[src/hw/rtl/arpc_pkg.sv]
`timescale 1ns / 1ps
// ----------------------------------------------------------------------------
// arpc_pkg
// shared types and constants for the arp cache table
// ----------------------------------------------------------------------------
package arpc_pkg;

    localparam int IP_W      = 32;
    localparam int MAC_W     = 48;
    localparam int TIME_W    = 32;
    localparam int TIMEOUT_W = 31;
    localparam int ENTRY_W   = IP_W + MAC_W + TIME_W;
    localparam int REQ_W     = 3;

    localparam logic [TIMEOUT_W-1:0] TIMEOUT_RESET = TIMEOUT_W'(60000);

    // request kinds
    localparam logic [REQ_W-1:0] REQ_ADD    = 3'd0;
    localparam logic [REQ_W-1:0] REQ_LOOKUP = 3'd1;
    localparam logic [REQ_W-1:0] REQ_DELETE = 3'd2;
    localparam logic [REQ_W-1:0] REQ_CLEAR  = 3'd3;
    localparam logic [REQ_W-1:0] REQ_TICK   = 3'd4;

    typedef enum logic [1:0] {
        ST_IDLE,
        ST_SCAN,
        ST_COMMIT,
        ST_RESP
    } arpc_state_t;

    // controller to datapath
    typedef struct packed {
        logic load;     // capture request, restart scan
        logic scan;     // step the table scan
        logic simple;   // execute clear or tick
        logic commit;   // write back the chosen add slot
        logic respond;  // load the result register
    } arpc_cmd_t;

    // datapath to controller
    typedef struct packed {
        logic scan_kind;  // request needs a table scan
        logic scan_done;  // all entries examined
        logic out_busy;   // result register still held
    } arpc_sts_t;

endpackage

[src/hw/rtl/arpc_ram.sv]
`timescale 1ns / 1ps
// ----------------------------------------------------------------------------
// arpc_ram
// generic simple dual port ram, one write port, one registered read port
// ----------------------------------------------------------------------------
module arpc_ram #(
    parameter int WIDTH = 8,
    parameter int DEPTH = 16
) (
    input  logic                     clk,
    input  logic                     we,
    input  logic [$clog2(DEPTH)-1:0] waddr,
    input  logic [WIDTH-1:0]         wdata,
    input  logic                     re,
    input  logic [$clog2(DEPTH)-1:0] raddr,
    output logic [WIDTH-1:0]         rdata
);

    logic [WIDTH-1:0] mem [DEPTH];
    logic [WIDTH-1:0] rdata_reg;

    always_ff @(posedge clk)
    begin
        if (we)
        begin
            mem[waddr] <= wdata;
        end
        if (re)
        begin
            rdata_reg <= mem[raddr];
        end
    end

    assign rdata = rdata_reg;

endmodule

[src/hw/rtl/arpc_ctrl.sv]
`timescale 1ns / 1ps
// ----------------------------------------------------------------------------
// arpc_ctrl
// request sequencer: accept, scan, write back, respond
// ----------------------------------------------------------------------------
module arpc_ctrl
    import arpc_pkg::*;
(
    input  logic      clk,
    input  logic      rst_n,
    input  logic      s_tvalid,
    output logic      s_tready,
    input  arpc_sts_t sts,
    output arpc_cmd_t cmd
);

    arpc_state_t state_reg;
    arpc_state_t state_next;

    always_ff @(posedge clk or negedge rst_n)
    begin
        if (!rst_n)
        begin
            state_reg <= ST_IDLE;
        end
        else
        begin
            state_reg <= state_next;
        end
    end

    always_comb
    begin
        state_next = state_reg;
        case (state_reg)
            ST_IDLE:
            begin
                if (s_tvalid)
                begin
                    state_next = ST_SCAN;
                end
            end
            ST_SCAN:
            begin
                if (!sts.scan_kind)
                begin
                    state_next = ST_RESP;
                end
                else if (sts.scan_done)
                begin
                    state_next = ST_COMMIT;
                end
            end
            ST_COMMIT:
            begin
                state_next = ST_RESP;
            end
            ST_RESP:
            begin
                if (!sts.out_busy)
                begin
                    state_next = ST_IDLE;
                end
            end
            default:
            begin
                state_next = ST_IDLE;
            end
        endcase
    end

    always_comb
    begin
        s_tready = 1'b0;
        cmd      = '0;
        case (state_reg)
            ST_IDLE:
            begin
                s_tready = 1'b1;
                cmd.load = s_tvalid;
            end
            ST_SCAN:
            begin
                cmd.scan   = sts.scan_kind;
                cmd.simple = !sts.scan_kind;
            end
            ST_COMMIT:
            begin
                cmd.commit = 1'b1;
            end
            ST_RESP:
            begin
                cmd.respond = !sts.out_busy;
            end
            default:
            begin
                s_tready = 1'b0;
            end
        endcase
    end

endmodule

[src/hw/rtl/arpc_datapath.sv]
`timescale 1ns / 1ps
// ----------------------------------------------------------------------------
// arpc_datapath
// entry storage, scan compare logic, tick counter and result register
// ----------------------------------------------------------------------------
module arpc_datapath
    import arpc_pkg::*;
#(
    parameter int ENTRIES = 16
) (
    input  logic                     clk,
    input  logic                     rst_n,
    input  arpc_cmd_t                cmd,
    output arpc_sts_t                sts,
    input  logic [IP_W+MAC_W-1:0]    s_tdata,
    input  logic [REQ_W-1:0]         s_tuser,
    input  logic                     cfg_valid,
    input  logic [TIMEOUT_W-1:0]     cfg_data,
    output logic                     m_tvalid,
    input  logic                     m_tready,
    output logic [MAC_W-1:0]         m_tdata,
    output logic [0:0]               m_tuser
);

    localparam int IDX_W = $clog2(ENTRIES);
    localparam int CNT_W = $clog2(ENTRIES + 1);

    // control state
    logic [ENTRIES-1:0]   valid_reg,   valid_next;
    logic [CNT_W-1:0]     rd_idx_reg,  rd_idx_next;
    logic                 cmp_vld_reg, cmp_vld_next;
    logic                 found_reg,   found_next;
    logic                 free_reg,    free_next;
    logic [REQ_W-1:0]     kind_reg,    kind_next;
    logic [TIME_W-1:0]    tick_reg,    tick_next;
    logic [TIMEOUT_W-1:0] timeout_reg, timeout_next;
    logic                 out_vld_reg, out_vld_next;

    // payload
    logic [IP_W-1:0]      ip_reg,        ip_next;
    logic [MAC_W-1:0]     mac_reg,       mac_next;
    logic [IDX_W-1:0]     cmp_idx_reg,   cmp_idx_next;
    logic [IDX_W-1:0]     found_idx_reg, found_idx_next;
    logic [MAC_W-1:0]     found_mac_reg, found_mac_next;
    logic [IDX_W-1:0]     free_idx_reg,  free_idx_next;
    logic [IDX_W-1:0]     best_idx_reg,  best_idx_next;
    logic [TIME_W-1:0]    best_age_reg,  best_age_next;
    logic                 out_hit_reg,   out_hit_next;
    logic [MAC_W-1:0]     out_mac_reg,   out_mac_next;

    // entry memory
    logic               ram_we;
    logic [IDX_W-1:0]   ram_waddr;
    logic [ENTRY_W-1:0] ram_wdata;
    logic               ram_re;
    logic [ENTRY_W-1:0] ram_rdata;

    logic [IP_W-1:0]    ent_ip;
    logic [MAC_W-1:0]   ent_mac;
    logic [TIME_W-1:0]  ent_time;
    logic [TIME_W-1:0]  ent_age;
    logic               ent_valid;
    logic               ent_match;
    logic               scan_kind;

    arpc_ram #(
        .WIDTH (ENTRY_W),
        .DEPTH (ENTRIES)
    ) u_ram (
        .clk   (clk),
        .we    (ram_we),
        .waddr (ram_waddr),
        .wdata (ram_wdata),
        .re    (ram_re),
        .raddr (rd_idx_reg[IDX_W-1:0]),
        .rdata (ram_rdata)
    );

    // entry word: time, mac, ip from the top down
    assign ent_ip    = ram_rdata[IP_W-1:0];
    assign ent_mac   = ram_rdata[IP_W+MAC_W-1:IP_W];
    assign ent_time  = ram_rdata[ENTRY_W-1:IP_W+MAC_W];
    assign ent_age   = tick_reg - ent_time;
    assign ent_valid = valid_reg[cmp_idx_reg];
    assign ent_match = ent_valid && (ent_ip == ip_reg);

    assign scan_kind = (kind_reg == REQ_ADD) || (kind_reg == REQ_LOOKUP) ||
                       (kind_reg == REQ_DELETE);

    assign sts.scan_kind = scan_kind;
    assign sts.scan_done = (rd_idx_reg == CNT_W'(ENTRIES)) && !cmp_vld_reg;
    assign sts.out_busy  = out_vld_reg && !m_tready;

    assign m_tvalid = out_vld_reg;
    assign m_tdata  = out_mac_reg;
    assign m_tuser  = out_hit_reg;

    always_comb
    begin
        valid_next     = valid_reg;
        rd_idx_next    = rd_idx_reg;
        cmp_vld_next   = cmp_vld_reg;
        found_next     = found_reg;
        free_next      = free_reg;
        kind_next      = kind_reg;
        tick_next      = tick_reg;
        timeout_next   = timeout_reg;
        out_vld_next   = out_vld_reg;
        ip_next        = ip_reg;
        mac_next       = mac_reg;
        cmp_idx_next   = cmp_idx_reg;
        found_idx_next = found_idx_reg;
        found_mac_next = found_mac_reg;
        free_idx_next  = free_idx_reg;
        best_idx_next  = best_idx_reg;
        best_age_next  = best_age_reg;
        out_hit_next   = out_hit_reg;
        out_mac_next   = out_mac_reg;
        ram_re         = 1'b0;
        ram_we         = 1'b0;
        ram_wdata      = {tick_reg, mac_reg, ip_reg};

        // match first, then free slot, then oldest entry
        if (found_reg)
        begin
            ram_waddr = found_idx_reg;
        end
        else if (free_reg)
        begin
            ram_waddr = free_idx_reg;
        end
        else
        begin
            ram_waddr = best_idx_reg;
        end

        if (cfg_valid)
        begin
            timeout_next = cfg_data;
        end

        if (cmd.load)
        begin
            kind_next    = s_tuser;
            ip_next      = s_tdata[IP_W-1:0];
            mac_next     = s_tdata[IP_W+MAC_W-1:IP_W];
            rd_idx_next  = '0;
            cmp_vld_next = 1'b0;
            found_next   = 1'b0;
            free_next    = 1'b0;
        end

        if (cmd.scan)
        begin
            // read stage
            if (rd_idx_reg < CNT_W'(ENTRIES))
            begin
                ram_re       = 1'b1;
                rd_idx_next  = rd_idx_reg + CNT_W'(1);
                cmp_vld_next = 1'b1;
                cmp_idx_next = rd_idx_reg[IDX_W-1:0];
            end
            else
            begin
                cmp_vld_next = 1'b0;
            end

            // compare stage, one entry behind the read
            if (cmp_vld_reg)
            begin
                case (kind_reg)
                    REQ_ADD:
                    begin
                        if (ent_match && !found_reg)
                        begin
                            found_next     = 1'b1;
                            found_idx_next = cmp_idx_reg;
                        end
                        if (!ent_valid && !free_reg)
                        begin
                            free_next     = 1'b1;
                            free_idx_next = cmp_idx_reg;
                        end
                        // strict compare keeps the lowest index on equal ages
                        if ((cmp_idx_reg == '0) || (ent_age > best_age_reg))
                        begin
                            best_age_next = ent_age;
                            best_idx_next = cmp_idx_reg;
                        end
                    end
                    REQ_LOOKUP:
                    begin
                        if (ent_valid && (ent_age > {1'b0, timeout_reg}))
                        begin
                            valid_next[cmp_idx_reg] = 1'b0;
                        end
                        else if (ent_match && !found_reg)
                        begin
                            found_next     = 1'b1;
                            found_mac_next = ent_mac;
                        end
                    end
                    REQ_DELETE:
                    begin
                        if (ent_match && !found_reg)
                        begin
                            found_next              = 1'b1;
                            valid_next[cmp_idx_reg] = 1'b0;
                        end
                    end
                    default:
                    begin
                        found_next = found_reg;
                    end
                endcase
            end
        end

        if (cmd.simple)
        begin
            case (kind_reg)
                REQ_CLEAR:
                begin
                    valid_next = '0;
                end
                REQ_TICK:
                begin
                    tick_next = tick_reg + TIME_W'(1);
                end
                default:
                begin
                    tick_next = tick_reg;
                end
            endcase
        end

        if (cmd.commit && (kind_reg == REQ_ADD))
        begin
            ram_we                = 1'b1;
            valid_next[ram_waddr] = 1'b1;
        end

        if (cmd.respond)
        begin
            out_vld_next = 1'b1;
            out_hit_next = found_reg && scan_kind;
            out_mac_next = (found_reg && (kind_reg == REQ_LOOKUP)) ? found_mac_reg : '0;
        end
        else if (m_tready)
        begin
            out_vld_next = 1'b0;
        end
    end

    always_ff @(posedge clk or negedge rst_n)
    begin
        if (!rst_n)
        begin
            valid_reg   <= '0;
            rd_idx_reg  <= '0;
            cmp_vld_reg <= 1'b0;
            found_reg   <= 1'b0;
            free_reg    <= 1'b0;
            kind_reg    <= REQ_ADD;
            tick_reg    <= '0;
            timeout_reg <= TIMEOUT_RESET;
            out_vld_reg <= 1'b0;
        end
        else
        begin
            valid_reg   <= valid_next;
            rd_idx_reg  <= rd_idx_next;
            cmp_vld_reg <= cmp_vld_next;
            found_reg   <= found_next;
            free_reg    <= free_next;
            kind_reg    <= kind_next;
            tick_reg    <= tick_next;
            timeout_reg <= timeout_next;
            out_vld_reg <= out_vld_next;
        end
    end

    always_ff @(posedge clk)
    begin
        ip_reg        <= ip_next;
        mac_reg       <= mac_next;
        cmp_idx_reg   <= cmp_idx_next;
        found_idx_reg <= found_idx_next;
        found_mac_reg <= found_mac_next;
        free_idx_reg  <= free_idx_next;
        best_idx_reg  <= best_idx_next;
        best_age_reg  <= best_age_next;
        out_hit_reg   <= out_hit_next;
        out_mac_reg   <= out_mac_next;
    end

endmodule

[src/hw/rtl/arp_cache_table.sv]
`timescale 1ns / 1ps
// ----------------------------------------------------------------------------
// arp_cache_table
// ipv4 to mac address cache with aging, oldest-entry replacement and timeout
// ----------------------------------------------------------------------------
// One request is taken at a time and answered by exactly one result transfer.
// Add, lookup and delete walk the whole entry ram, one entry per cycle through
// its single read port, and add then writes back its chosen slot; clear and
// tick skip the scan and go straight to the response. A new request is
// taken while the previous result still waits on the output. There is no
// clearing pass after reset: the valid bits reset at once, and invalid
// entries are never read for a result. The timeout register may be written at
// any time the block is idle and takes effect on the next lookup.
// ----------------------------------------------------------------------------
module arp_cache_table
    import arpc_pkg::*;
#(
    parameter int ENTRIES = 16
) (
    input  logic                   clk,
    input  logic                   rst_n,

    // request channel
    input  logic                   s_tvalid,
    output logic                   s_tready,
    input  logic [79:0]            s_tdata,   // ip_addr [31:0], mac_in [79:32]
    input  logic [2:0]             s_tuser,   // req_type [2:0]

    // result channel
    output logic                   m_tvalid,
    input  logic                   m_tready,
    output logic [47:0]            m_tdata,   // mac_out [47:0]
    output logic [0:0]             m_tuser,   // hit [0]

    // timeout register write
    input  logic                   cfg_valid,
    output logic                   cfg_ready,
    input  logic [TIMEOUT_W-1:0]   cfg_data   // timeout_ticks [30:0]
);

    arpc_cmd_t cmd;
    arpc_sts_t sts;

    // register writes are always accepted
    assign cfg_ready = 1'b1;

    // sequencer: one request in flight
    arpc_ctrl u_ctrl (
        .clk      (clk),
        .rst_n    (rst_n),
        .s_tvalid (s_tvalid),
        .s_tready (s_tready),
        .sts      (sts),
        .cmd      (cmd)
    );

    // storage, scan compare and the result register
    arpc_datapath #(
        .ENTRIES (ENTRIES)
    ) u_datapath (
        .clk       (clk),
        .rst_n     (rst_n),
        .cmd       (cmd),
        .sts       (sts),
        .s_tdata   (s_tdata),
        .s_tuser   (s_tuser),
        .cfg_valid (cfg_valid),
        .cfg_data  (cfg_data),
        .m_tvalid  (m_tvalid),
        .m_tready  (m_tready),
        .m_tdata   (m_tdata),
        .m_tuser   (m_tuser)
    );

endmodule

[config.mk]
export PLATFORM = sky130hd
export DESIGN_NAME = arp_cache_table
export DESIGN_NICKNAME = d
export VERILOG_FILES = /design/src/hw/rtl/arpc_pkg.sv /design/src/hw/rtl/arpc_ram.sv /design/src/hw/rtl/arpc_ctrl.sv /design/src/hw/rtl/arpc_datapath.sv /design/src/hw/rtl/arp_cache_table.sv
export SDC_FILE = /design/constraint.sdc
export NUM_CORES = 2
export LEC_CHECK = 0
export ABC_CLOCK_PERIOD_IN_PS = 9050
export BUFFER_PORTS_ARGS = -buffer_cell sky130_fd_sc_hd__buf_2
export CORE_UTILIZATION = 30
export CTS_BUF_LIST = sky130_fd_sc_hd__clkbuf_8
export CTS_CLUSTER_SIZE = 30
export DETAILED_ROUTE_END_ITERATION = 8
export PLACE_DENSITY = 0.43
export SLEW_MARGIN = 40
export SYNTH_ARGS = -nofsm -noshare
export SYNTH_HDL_FRONTEND = slang
export SYNTH_SLANG_ARGS = --single-unit
export TNS_END_PERCENT = 30
[constraint.sdc]
create_clock -name clk -period 9.05 [get_ports clk]
set_input_delay 0.905 -clock clk [delete_from_list [all_inputs] [get_ports clk]]
set_output_delay 0.905 -clock clk [all_outputs]
set_load 0.005 [all_outputs]
==> flow_summary_export.csv <==
group,metric,value,unit
timing,final_hold_viol_count,0,
drt,drc,0,
drt,first_iter_violations,3194,
worst_setup_path,crit_path_start,"u_datapath.tick_reg[0]",
drt,via_per_inst,4.833,
global_route,met3_usage,0.02368,
worst_setup_path,r2r.worst_path.cells,20,
cells_and_area,finalCoreUtilization,0.3521,
power,vdd_ir_drop_max,0.0001633,V
synthesis,synth_cell_types,74,
cells_and_area,drive_gt1_frac,0.2850,
drt,drt-pass1-iter-count,7,
drt,wire_per_inst,26.79,um
timing,holdWs,0.1274,ns
clock_network,clock-sinks,2222,
cells_and_area,fin_nets,4649,
clock_network,cts_htree_levels,5,
cells_and_area,area_growth_syn_to_layout,16.25,%
worst_setup_path,crit_arrival,7.12,ns
clock_network,cts_setup_buffers,0,
synthesis,synth_flop_cell,"edfxtp_1",
timing,tns,0,ns
global_route,grtUsageTotal,0.1567,
power,power_frac_clock,0.331,
timing,tightest_slew,0.8623,ns
die,die_area,288100,um^2
die,ioPinCount,171,
worst_setup_path,endpoint,"u_datapath.found_mac_reg[14]",
worst_setup_path,r2r-start,"u_datapath.tick_reg[0]",
synthesis,avgSynthCellArea,22.01,um^2
synthesis,syn-num-nets,4118,
synthesis,synth_edf_count,2129,
timing,fmax,153.9,MHz
die,die_x,536.8,um
drt,dr_total_vias,40940,
synthesis,ys_seq_elements,2222,
placement,detailed_place_hpwl,117500,um
die,start_util,0.3029,
worst_setup_path,reg2reg_slack,2.55,ns
worst_setup_path,cp.required,9.67,ns
clock_network,cts_tree,"built",
clock_network,clk-insertion-delay-late,1.07,ns
cells_and_area,finalNonFillerCells,8470,
timing,final-setup-viol-count,0,
global_route,use_met2,0.2566,
clock_network,cts_root_buffer,"clkbuf_8",
cells_and_area,largest_reg_flops,1792,
placement,dp_cells,7726,
global_route,busiest_layer,"met2",
power,combPwrFrac,0.175,
drt,ant_nets,0,
power,netSwitchingFraction,0.2767,
die,coreArea,283300,um^2
power,cellPowerDensity,257.2,nW/um^2
synthesis,yosys_warnings,0,
power,p_seq_frac,0.494,
worst_setup_path,r2r-end,"u_datapath.found_mac_reg[14]",
global_route,grt-ovfl-total,0,
synthesis,ys_async_sr_fraction,0.04185,
timing,fin_skew,0.1226,ns
die,die_height,536.8,um
worst_setup_path,cp-end-kind,"flop",
hold_path,min_path_type,"primary input to flop",
timing,fin_crit,6.497,ns
power,p_int,18.56,mW
timing,rsz0062_at_grt,"false",
global_route,grt_max_degree,118,
clock_network,clk_path_buf_depth,4,
power,power_leakage,32.41,nW
run_status,status,"finished clean",
run,cap_viol_max_count,0,
clock_network,clk_pin_slew,0.06,ns
timing,slew_headroom,0.4252,
synthesis,synth.top_cell.area_share,0.7452,
clock_network,cts_buffers,381,
placement,io_buffer_count,169,
die,num_rows,195,
timing,period_share,0.7179,
placement,gp_congestion,0.7522,
timing,final-max-slew-violation-count,0,
synthesis,synth_top_cell_by_area,"edfxtp_1",
worst_setup_path,worstSetupPathType,"flop to flop",
global_route,grt.met1_usage,0.2160,
worst_setup_path,cp_max_fo,28,
drt,routed_wl,226900,um
synthesis,netlist_top_cells_area,"edfxtp_1 75%, mux4_2 15%, dfrtp_1 2.5%, ha_1 1.5%, xnor2_1 0.77%",
synthesis,synth_cells,3897,
global_route,grt_pass1_vias,43910,
global_route,grt_pass1_wl,323600,um
worst_setup_path,startpoint_type,"flop",
synthesis,synth_area,85790,um^2
global_route,antenna_found_initial,10,
power,p_sw,7.100,mW
synthesis,synth.yosys.seq_area_share,0.7724,
[cells in the mapped netlist (6+ instances only)]
cell,n
nand3_1,23
buf_2,17
edfxtp_1,2129
nor3_1,9
ha_1,101
nor2_1,57
o311ai_0,10
clkbuf_1,109
and2_1,7
mux4_2,564
dfrtp_1,86
o21a_1,8
nand2b_1,14
a31oi_1,18
nor4_1,6
a211oi_1,16
dfstp_2,7
nor2b_1,10
nand4_1,32
o21ai_0,71
inv_1,117
and3_1,60
o21bai_1,6
a21o_1,20
a21oi_1,52
nand2_1,128
xnor2_1,75
xor2_1,15
buf_1,35
[worst max-delay path: stages (launching register included)]
cell      delay, ns
dfrtp_1        0.72
inv_1          0.15
ha_1           0.24
fa_1           0.41
nand2b_1       0.19
a21oi_1        0.25
o21bai_1       0.16
a31oi_1        0.43
a41oi_1        0.26
a21boi_1       0.34
or4b_2         0.19
nand3_1        0.16
ha_1           0.36
nand2_1        0.09
nor4_1         0.50
nand3_1        0.12
o21ai_0        0.11
a21oi_1        0.13
nor4_2         0.31
buf_4          0.42
buf_4          0.52
[what timing repair did]
item / 4_1_cts / 5_1_grt
hold endpoints to repair: 86 / 0
setup endpoints to repair: 0 / 0
hold buffers: 57 / 0
gates resized for setup: 0 / 0
[routing by layer]
layer / wire [um] / share of wire / vias to the layer above
met5: 69 / 0.00030 / -
met4: 5513 / 0.024 / 10
met3: 9423 / 0.042 / 396
met2: 109300 / 0.48 / 984
met1: 102700 / 0.45 / 22180
li1: - / - / 17370
[cell type report]
type,instances,area (um^2)
clock inverters,289,1610
fillers,26420,183500
well taps,3743,4683
inverters,117,456.7
multi-input cells,1391,18560
repair buffers,315,2744
diodes,1,2.502
flip-flops and latches,2222,66290
clock buffers,392,5395
[power by group through the flow]
stage | clock network [mW] | logic, mW | registers (mW)
finish | 8.49 | 4.50 | 12.7
global route | 9.18 | 4.89 | 12.7
CTS | 8.80 | 4.61 | 12.7
detailed placement | 0 | 4.57 | 12.9
global placement | 0 | 4.54 | 12.9
floorplan | 0 | 3.16 | 12.6
[cell usage in the layout, fill, tap and decap left out, drive strengths merged, types with 7 or more instances in the layout]
master	instances
edfxtp	2129
mux4	564
clkbuf	392
buf	258
inv	256
clkinv	134
nand2	128
ha	101
dfrtp	86
xnor2	75
o21ai	71
and3	61
nor2	59
dlygate4sd3	57
a21oi	52
nand4	34
nand3	23
a21o	20
a31oi	18
a211oi	16
xor2	15
o311ai	15
nand2b	14
nor2b	10
bufinv	10
nor3	10
o21a	8
and2	8
dfstp	7
[worst min path at each step]
| stage | to | depth (start not counted) | from | slack (ns) |
|---|---|---|---|---|
| finish | u_datapath.mac_reg[31] | 1 | s_tdata[63] | 0.13 |
| floorplan | u_datapath.found_mac_reg[0] | 0 | u_datapath.u_ram.rdata[32] | 0.40 |
| global placement | u_datapath.found_mac_reg[30] | 0 | u_datapath.u_ram.rdata[62] | 0.40 |
| detailed placement | u_datapath.found_mac_reg[12] | 0 | u_datapath.u_ram.rdata[44] | 0.40 |
| global route | u_datapath.mac_reg[31] | 1 | s_tdata[63] | 0.05 |
| CTS | u_datapath.mac_reg[41] | 1 | s_tdata[73] | 0.004 |
[through the flow]
step / power [mW] / worst slack [ns] / area, um^2
after floorplan: 15.78 / 0.2135 / 85790
after global placement: 17.43 / 2.486 / 91580
after detailed placement: 17.48 / 2.443 / 92020
after CTS: 26.11 / 2.443 / 99590
after global routing: 26.82 / 2.005 / 99740
final: 25.66 / 2.553 / 99740
[cells by family after synthesis]
logic type	count (synthesis)	share of synthesized area
flip-flops	2222	0.7724
multiplexers	573	0.1492
AND/OR/NAND/NOR	378	0.02246
buffers and inverters	284	0.01314
AO/OA/AOI/OAI	247	0.01861
adder cells (fa/ha/maj)	102	0.01496
XOR/XNOR	90	0.009188
other	1	0.00004371
No activity file was read; power rests on OpenSTA's default activity.
